### src/hw/rtl/cbts_pkg.sv
// ----------------------------------------------------------------------------
// CAN bit timing solver package
// Types and constants shared by the solver and its checker, and the solver's segment table.
// ----------------------------------------------------------------------------
`default_nettype none

package cbts_pkg;

   localparam logic [31:0] PCLK_RESET_HZ = 32'd48000000;
   localparam logic [31:0] FAST_RATE_HZ  = 32'd1000000;
   // quanta per bit minus one at the start of the search
   localparam logic [4:0]  SUM_FAST      = 5'd9;
   localparam logic [4:0]  SUM_SLOW      = 5'd16;
   localparam int          Q_MIN         = 3;
   localparam int          LANES         = 15;
   localparam logic [10:0] PRESC_MAX     = 11'd1024;
   localparam logic [9:0]  SP_MIN        = 10'd666;
   localparam logic [9:0]  SP_LIMIT      = 10'd900;

   typedef enum logic [1:0] {
      STATUS_OK         = 2'd0,
      STATUS_BAD_RATE   = 2'd1,
      STATUS_CHECK_FAIL = 2'd2
   } status_type;

   typedef enum logic [2:0] {
      ST_IDLE,
      ST_DIV,
      ST_SEL,
      ST_PRE,
      ST_FIN
   } state_type;

   typedef struct packed {
      logic [3:0] seg1_code;
      logic [2:0] seg2_code;
      logic [9:0] sp_permill;
   } seg_type;

   // Segment split per quanta-count-minus-one, sample point near 7/8,
   // rounded toward zero where nearest would exceed 900 permill.
   function automatic seg_type seg_lookup(input logic [4:0] sum);
      seg_type r;
      unique case (sum)
         5'd2:    r = '{4'd0,  3'd0, 10'd666};
         5'd3:    r = '{4'd1,  3'd0, 10'd750};
         5'd4:    r = '{4'd2,  3'd0, 10'd800};
         5'd5:    r = '{4'd3,  3'd0, 10'd833};
         5'd6:    r = '{4'd4,  3'd0, 10'd857};
         5'd7:    r = '{4'd5,  3'd0, 10'd875};
         5'd8:    r = '{4'd6,  3'd0, 10'd888};
         5'd9:    r = '{4'd7,  3'd0, 10'd900};
         5'd10:   r = '{4'd7,  3'd1, 10'd818};
         5'd11:   r = '{4'd8,  3'd1, 10'd833};
         5'd12:   r = '{4'd9,  3'd1, 10'd846};
         5'd13:   r = '{4'd10, 3'd1, 10'd857};
         5'd14:   r = '{4'd11, 3'd1, 10'd866};
         5'd15:   r = '{4'd12, 3'd1, 10'd875};
         5'd16:   r = '{4'd13, 3'd1, 10'd882};
         default: r = '0;
      endcase
      return r;
   endfunction

endpackage

`default_nettype wire

### src/hw/rtl/can_bit_timing_solver.sv
// ----------------------------------------------------------------------------
// CAN bit timing solver
// Turns a requested bitrate into prescaler / SJW / segment register codes.
// ----------------------------------------------------------------------------
//  channel  | direction | signals                          | transfer when
//  ---------+-----------+----------------------------------+-------------------
//  req      | in        | req_tvalid/tready/tdata          | tvalid & tready
//  rsp      | out       | rsp_tvalid/tready/tdata/tuser    | tvalid & tready
//  csr      | in        | csr_wr_en/csr_wr_data            | csr_wr_en
//
//  One request at a time. A nonzero bitrate runs through ST_DIV, the bit-serial
//  pclk/bitrate divide (quotient bits also feed 15 remainder lanes, one per
//  quanta count), then ST_SEL, the quanta search, then ST_PRE, the bit-serial
//  prescaler divide, then ST_FIN, which forms the result. A zero bitrate goes
//  straight to ST_FIN. Sync reset restores pclk_hz to 48 MHz and clears the
//  handshakes. A stalled result holds in the output register while the next
//  request is accepted; that request waits in ST_FIN for the slot.
// ----------------------------------------------------------------------------
`default_nettype none

module can_bit_timing_solver
   import cbts_pkg::*;
(
   input  wire logic        clock,
   input  wire logic        reset,
   input  wire logic        csr_wr_en,
   input  wire logic [31:0] csr_wr_data,   // pclk_hz
   input  wire logic        req_tvalid,
   output logic             req_tready,
   input  wire logic [31:0] req_tdata,     // [31:0] target_bitrate_hz
   output logic             rsp_tvalid,
   input  wire logic        rsp_tready,
   // [9:0] prescaler_code, [11:10] sjw_code, [15:12] seg1_code,
   // [18:16] seg2_code, [28:19] sp_permill, [31:29] zero
   output logic [31:0]      rsp_tdata,
   output logic [1:0]       rsp_tuser      // [1:0] status
);

   state_type   state_ff, state_in;
   logic [31:0] pclk_ff;
   logic [31:0] rate_ff,  rate_in;
   logic [31:0] num_ff,   num_in;
   logic [31:0] rem_ff,   rem_in;
   logic [31:0] quo_ff,   quo_in;
   logic [4:0]  cnt_ff,   cnt_in;
   logic        zero_ff,  zero_in;
   logic        fast_ff,  fast_in;
   logic [4:0]  lane_rem_ff [LANES];
   logic [4:0]  lane_rem_in [LANES];
   logic [4:0]  sum_ff,   sum_in;
   logic        found_ff, found_in;
   logic [4:0]  pr_rem_ff, pr_rem_in;
   logic [10:0] presc_ff, presc_in;
   logic        ovf_ff,   ovf_in;
   logic        cmp_done_ff, cmp_done_in;
   logic        cmp_ge_ff,   cmp_ge_in;
   logic        rsp_valid_ff, rsp_valid_in;
   logic [31:0] rsp_data_ff,  rsp_data_in;
   logic [1:0]  rsp_user_ff,  rsp_user_in;

   logic        accept;
   logic        slot_free;
   logic [32:0] div_sh;
   logic        div_ge;
   logic [5:0]  lane_sh [LANES];
   logic [4:0]  start_sum;
   logic        sel_found;
   logic [4:0]  sel_sum;
   logic [5:0]  pr_sh;
   logic        pr_ge;
   logic [5:0]  q6;
   seg_type     seg;
   logic        presc_bad;
   logic        recheck_bad;
   status_type  res_status;

   assign accept    = req_tvalid && req_tready;
   assign slot_free = !rsp_valid_ff || rsp_tready;

   // restoring divide step: one quotient bit per cycle
   assign div_sh = {rem_ff, num_ff[31]};
   assign div_ge = div_sh >= {1'b0, rate_ff};

   // remainder lanes track quotient mod q for every candidate q
   always_comb begin
      for (int i = 0; i < LANES; i++) begin
         lane_sh[i] = {lane_rem_ff[i], div_ge};
         if (lane_sh[i] >= 6'(i + Q_MIN)) begin
            lane_rem_in[i] = 5'(lane_sh[i] - 6'(i + Q_MIN));
         end else begin
            lane_rem_in[i] = lane_sh[i][4:0];
         end
      end
   end

   // largest quanta count not above the start value that divides evenly
   assign start_sum = fast_ff ? SUM_FAST : SUM_SLOW;
   always_comb begin
      sel_found = 1'b0;
      sel_sum   = '0;
      for (int i = 0; i < LANES; i++) begin
         if (lane_rem_ff[i] == 5'd0 && 5'(i + Q_MIN - 1) <= start_sum) begin
            sel_found = 1'b1;
            sel_sum   = 5'(i + Q_MIN - 1);
         end
      end
   end

   // prescaler divide step by the selected quanta count
   assign q6    = {1'b0, sum_ff} + 6'd1;
   assign pr_sh = {pr_rem_ff, quo_ff[31]};
   assign pr_ge = pr_sh >= q6;

   // result formation
   assign seg         = seg_lookup(sum_ff);
   assign presc_bad   = ovf_ff || presc_ff > PRESC_MAX || presc_ff == 11'd0;
   // pclk / quotient == rate exactly when the divide remainder is below the quotient
   assign recheck_bad = cmp_done_ff ? cmp_ge_ff : 1'b1;

   always_comb begin
      if (zero_ff || !found_ff || presc_bad) begin
         res_status = STATUS_BAD_RATE;
      end else if (recheck_bad) begin
         res_status = STATUS_CHECK_FAIL;
      end else begin
         res_status = STATUS_OK;
      end
   end

   always_comb begin
      state_in     = state_ff;
      rate_in      = rate_ff;
      num_in       = num_ff;
      rem_in       = rem_ff;
      quo_in       = quo_ff;
      cnt_in       = cnt_ff;
      zero_in      = zero_ff;
      fast_in      = fast_ff;
      sum_in       = sum_ff;
      found_in     = found_ff;
      pr_rem_in    = pr_rem_ff;
      presc_in     = presc_ff;
      ovf_in       = ovf_ff;
      cmp_done_in  = cmp_done_ff;
      cmp_ge_in    = cmp_ge_ff;
      rsp_valid_in = rsp_valid_ff && !rsp_tready;
      rsp_data_in  = rsp_data_ff;
      rsp_user_in  = rsp_user_ff;
      req_tready   = 1'b0;

      unique case (state_ff)
         ST_IDLE: begin
            req_tready = 1'b1;
            if (accept) begin
               rate_in  = req_tdata;
               num_in   = pclk_ff;
               rem_in   = '0;
               quo_in   = '0;
               cnt_in   = '0;
               zero_in  = req_tdata == 32'd0;
               fast_in  = req_tdata >= FAST_RATE_HZ;
               state_in = (req_tdata == 32'd0) ? ST_FIN : ST_DIV;
            end
         end
         ST_DIV: begin
            num_in = {num_ff[30:0], 1'b0};
            rem_in = div_ge ? 32'(div_sh - {1'b0, rate_ff}) : div_sh[31:0];
            quo_in = {quo_ff[30:0], div_ge};
            cnt_in = cnt_ff + 5'd1;
            if (cnt_ff == 5'd31) begin
               state_in = ST_SEL;
            end
         end
         ST_SEL: begin
            sum_in      = sel_sum;
            found_in    = sel_found;
            pr_rem_in   = '0;
            presc_in    = '0;
            ovf_in      = 1'b0;
            cmp_done_in = 1'b0;
            cmp_ge_in   = 1'b0;
            cnt_in      = '0;
            state_in    = ST_PRE;
         end
         ST_PRE: begin
            quo_in    = {quo_ff[30:0], 1'b0};
            rem_in    = {rem_ff[30:0], 1'b0};
            pr_rem_in = pr_ge ? 5'(pr_sh - q6) : pr_sh[4:0];
            presc_in  = {presc_ff[9:0], pr_ge};
            ovf_in    = ovf_ff || presc_ff[10];
            // MSB-first compare of remainder against the pclk/bitrate quotient
            if (!cmp_done_ff && rem_ff[31] != quo_ff[31]) begin
               cmp_done_in = 1'b1;
               cmp_ge_in   = rem_ff[31];
            end
            cnt_in = cnt_ff + 5'd1;
            if (cnt_ff == 5'd31) begin
               state_in = ST_FIN;
            end
         end
         ST_FIN: begin
            if (slot_free) begin
               rsp_valid_in = 1'b1;
               rsp_user_in  = res_status;
               if (res_status == STATUS_OK) begin
                  rsp_data_in = {3'd0, seg.sp_permill, seg.seg2_code, seg.seg1_code,
                                 2'd0, 10'(presc_ff - 11'd1)};
               end else begin
                  rsp_data_in = '0;
               end
               state_in = ST_IDLE;
            end
         end
         default: begin
            state_in = ST_IDLE;
         end
      endcase
   end

   always_ff @(posedge clock) begin
      if (reset) begin
         state_ff     <= ST_IDLE;
         pclk_ff      <= PCLK_RESET_HZ;
         rsp_valid_ff <= 1'b0;
      end else begin
         state_ff     <= state_in;
         rsp_valid_ff <= rsp_valid_in;
         if (csr_wr_en) begin
            pclk_ff <= csr_wr_data;
         end
      end
   end

   always_ff @(posedge clock) begin
      rate_ff     <= rate_in;
      num_ff      <= num_in;
      rem_ff      <= rem_in;
      quo_ff      <= quo_in;
      cnt_ff      <= cnt_in;
      zero_ff     <= zero_in;
      fast_ff     <= fast_in;
      sum_ff      <= sum_in;
      found_ff    <= found_in;
      pr_rem_ff   <= pr_rem_in;
      presc_ff    <= presc_in;
      ovf_ff      <= ovf_in;
      cmp_done_ff <= cmp_done_in;
      cmp_ge_ff   <= cmp_ge_in;
      rsp_data_ff <= rsp_data_in;
      rsp_user_ff <= rsp_user_in;
      for (int i = 0; i < LANES; i++) begin
         if (state_ff == ST_IDLE) begin
            lane_rem_ff[i] <= '0;
         end else if (state_ff == ST_DIV) begin
            lane_rem_ff[i] <= lane_rem_in[i];
         end
      end
   end

   assign rsp_tvalid = rsp_valid_ff;
   assign rsp_tdata  = rsp_data_ff;
   assign rsp_tuser  = rsp_user_ff;

endmodule

`default_nettype wire

### config.mk
export PLATFORM = sky130hd
export DESIGN_NAME = can_bit_timing_solver
export DESIGN_NICKNAME = d
export VERILOG_FILES = /design/src/hw/rtl/cbts_pkg.sv /design/src/hw/rtl/can_bit_timing_solver.sv
export SDC_FILE = /design/constraint.sdc
export NUM_CORES = 1
export LEC_CHECK = 0
export ABC_AREA = 0
export ABC_CLOCK_PERIOD_IN_PS = 3800
export BUFFER_PORTS_ARGS = -buffer_cell sky130_fd_sc_hd__buf_2
export CORE_ASPECT_RATIO = 1.25
export CORE_MARGIN = 8
export CORE_UTILIZATION = 25
export CTS_CLUSTER_DIAMETER = 100
export DETAILED_ROUTE_END_ITERATION = 12
export GPL_ROUTABILITY_DRIVEN = 0
export PLACE_DENSITY = 0.46
export SYNTH_ARGS = -nofsm -noshare
export SYNTH_HDL_FRONTEND = slang
export SYNTH_SLANG_ARGS = --single-unit
export TNS_END_PERCENT = 50
### constraint.sdc
create_clock -name clock -period 3.8 [get_ports clock]
set_input_delay 0.76 -clock clock [delete_from_list [all_inputs] [get_ports clock]]
set_output_delay 0.76 -clock clock [all_outputs]
set_load 0.03 [all_outputs]
==> summary.txt <==
Clocking
  • CTS Buffer Depth: 3
  • TritonCTS Sinks: 288
  • Num CTS Buffers: 37
  • CTS clk-pin slew, worst paths: 0.06 ns
  • Post-CTS Setup Bufs: 0
  • Clk Tree Root Cell: clkbuf_16
  • H-tree Lvls: 2
  • CTS tree: yes
  • Clk_lat worst skew: 0.55 ns

Power and ir drop
  • P_leak: 7.42 nW
  • Max VDD drop: 0.287 mV
  • Pwr dens: 524 nW/um^2

Flow run
  • Max Cap Viol: 0

Placement
  • PortBufs: 97
  • Setup WS pre-CTS: 0.141 ns
  • Cell Area, Placed: 17100 sq um
  • Cell total after placement: 2397
  • Detailed placement HPWL: 28700 microns

STA
  • Final setup margin: 0.224 ns
  • Worst slew margin: 0.308
  • TNS Setup: 0 ns
  • Endpoints failing setup: 0
  • RSZ-0062 raised after global routing: true
  • Clock skew: 0.0200 ns
  • Actual slew at the worst max-slew pin: 1.03 ns
  • Fmax: 280 MHz
  • Fin. max-slew vios: 0
  • Final Hold Vio Count: 0
  • Fin crit share: 0.941
  • Period minus WS final: 3.58 ns
  • Fin Hold WS: 0.402 ns

Layout
  • Area delta synth->final: 17.8%
  • Share of cells above drive strength 1: 0.138
  • Filler Cell Count: 6503
  • Post-route cell area: 18300 sq um
  • Fin cells: 2468
  • Nets: 1747

Detailed routing
  • Post-route antenna net violation count: 0
  • Routed WL: 40500 microns
  • Vias/cell: 4.63
  • Drt first pass iters: 5
  • Routed WL per cell: 16.4 microns
  • Via Count: 11400
  • Detailed Route Iter0 Violations: 673
  • Drt drc: 0

Worst setup path
  • Largest stage delay, worst path: 0.47 ns
  • WP data required: 4.10 ns
  • Max Fanout on Critical Path: 8
  • Crit. End Element: register
  • CP max-delay cell: a2111o_1
  • Critical path class: reg -> reg
  • Crit-path cells: ha_1 -> o2111ai_1 -> a2111o_1 -> a211o_1 -> nand3_2 -> buf_4 -> buf_4 -> ha_1 -> nand3_1 -> nand2_1 -> nand3_1 -> a31oi_1 -> xnor2_1 -> nor2_1
  • Worst Path Arrival: 3.88 ns
  • CP Launch Type: register

GRT
  • Largest net degree at the start of global routing: 66
  • Total GRT Usage: 0.113
  • Initial antenna violation count: 5
  • Vias in the first global route: 11600
  • First-pass GRT wire length: 64500 microns
  • Gr ovfl total: 0

Floorplanning
  • FP Rows: 102
  • Core ar.: 61800 sq um
  • Initial core utilization: 0.252
  • Total die area: 70500 sq um
  • Die outline height: 295 microns
  • Die width: 239 microns
  • IO Pins: 105

Logic synthesis
  • Seq cells post-synth: 288
  • Synth Flop Type: edfxtp_1
  • Post-synth EDFFs: 252
  • Mapped Cells: 1493
  • Mapped cell area: 15600 sq um
  • Synth cell types: 78
  • Synthesized area per cell: 10.4 sq um
  • Post-synthesis sequential area ratio: 0.533
  • Most area-consuming cells after synthesis: edfxtp_1, ha_1, dfxtp_1
  • Async SR Flop Fraction: 0
  • Synth top area share: 0.486
  • Synth area leader: edfxtp_1
  • Warnings, synthesis: 0

Hold path
  • HP Class: in -> reg

Status
  • Status: finished, final reports clean
[synthesized netlist by cell type, types with 36 or more instances]
library cell,n
edfxtp_1,252
nand2_1,178
nor2_1,142
a21oi_1,97
ha_1,72
inv_1,71
nor3_1,49
clkbuf_1,47
nand3_1,42
o21ai_0,41
xnor2_1,41
and2_1,40
mux2i_1,39
dfxtp_1,36
[registers in the layout, indices dropped and copies added, names as in the netlist]
register	count
rsp_tdata	25
found_ff	1
cnt_ff	5
pclk_ff	32
cmp_ge_ff	1
pr_rem_ff	5
zero_ff	1
num_ff	32
lane_rem_ff	65
fast_ff	1
ovf_ff	1
quo_ff	32
cmp_done_ff	1
presc_ff	11
rem_ff	32
sum_ff	5
rsp_tuser	2
state_ff	3
rsp_tvalid	1
rate_ff	32
[what timing repair did]
item,4_1_cts,5_1_grt
hold buffers,0,0
resized for setup,0,7
setup endpoints to repair,0,13
endpoints found under the hold margin,0,0
[cells by family (layout without fill, tap and decap cells)]
| logic type | count (synthesis) | after routing | synth area share |
|---|---|---|---|
| AOI/OAI and AO/OA | 291 | 291 | 0.126 |
| other | 1 | 10 | 0.000241 |
| DFF | 288 | 288 | 0.533 |
| buffers and inverters | 152 | 286 | 0.0411 |
| and+or+nand+nor | 589 | 589 | 0.181 |
| adders and majority gates | 74 | 74 | 0.0605 |
| muxes | 40 | 40 | 0.0265 |
| xor gates and xnor gates | 58 | 58 | 0.0326 |
[placed cells by master (no fill, tap or decap), drive strengths merged, types with 5 or more instances in the layout]
| cell type | instances |
|---|---|
| xor2 | 17 |
| mux2i | 39 |
| or2 | 5 |
| nand3 | 43 |
| nand2b | 13 |
| nand3b | 7 |
| edfxtp | 252 |
| a211o | 17 |
| nor3 | 49 |
| a311oi | 6 |
| a31oi | 14 |
| clkinv | 13 |
| o21a | 14 |
| and3 | 22 |
| conb | 7 |
| nor4 | 15 |
| xnor2 | 41 |
| ha | 72 |
| a211oi | 13 |
| nand4 | 17 |
| a21boi | 7 |
| and2 | 40 |
| a21oi | 97 |
| o21bai | 8 |
| inv | 75 |
| dfxtp | 36 |
| clkbuf | 54 |
| a21o | 15 |
| nor2 | 143 |
| a22o | 11 |
| buf | 144 |
| o21ai | 41 |
| nor2b | 22 |
| o211ai | 6 |
| or3 | 20 |
| nand2 | 179 |
[worst max-delay path, delay by kind of cell (launching register included)]
| kind | cells | cell delay, ns |
|---|---|---|
| buffers and inverters | 2 | 0.37 |
| and+or+nand+nor | 5 | 0.56 |
| xor gates and xnor gates | 1 | 0.14 |
| AOI/OAI and AO/OA | 4 | 1.23 |
| DFF | 1 | 0.38 |
| adders and majority gates | 2 | 0.65 |
[area by class of cell]
class / instances / area (sq um) / area share
clock inverters: 14 / 75.1 / 0.00410
clock buffers: 54 / 1080 / 0.0591
repair buffers: 144 / 855 / 0.0466
inverters: 74 / 278 / 0.0152
diodes: 3 / 7.51 / 0.000410
well taps: 832 / 1040 / 0.0568
flip-flops and latches: 288 / 8290 / 0.452
multi-input cells: 1059 / 6700 / 0.366
[final timing paths]
check	from	to	slack [ns]	cells past startpoint
setup / recovery	rem_ff[5]	lane_rem_ff[1][23]	0.22	14
hold / removal	req_tdata[21]	rate_ff[21]	0.40	1
setup reg to reg	rem_ff[5]	lane_rem_ff[1][23]	0.22	14
hold reg to reg	pclk_ff[0]	pclk_ff[0]	0.48	2
[stage by stage]
| step | total power, W | util |
|---|---|---|
| after CTS | 0.00976 | 0.296 |
| after floorplan | 0.00556 | - |
| final | 0.00961 | 0.297 |
| after global routing | 0.0101 | 0.297 |
| after global placement | 0.00623 | 0.277 |
| after detailed placement | 0.00625 | 0.277 |
[layer usage]
| metal | part of all wire | vias to the layer above | GRT usage |
|---|---|---|---|
| li1 | - | 5636 | - |
| met1 | 0.44 | 5449 | 0.141 |
| met2 | 0.47 | 261 | 0.190 |
| met3 | 0.053 | 78 | 0.0265 |
| met4 | 0.032 | 6 | 0.0413 |
| met5 | 0.0010 | - | 0 |
[power breakdown]
part	total (W)	switching, W	leakage (nW)	internal (W)
Combinational	0.00223	0.00132	3.88	0.000905
Clock	0.00341	0.00142	0.572	0.00199
Sequential	0.00398	0.000183	2.96	0.00380
Total	0.00961	0.00292	7.42	0.00669
Power figures use the tool's default switching activity.
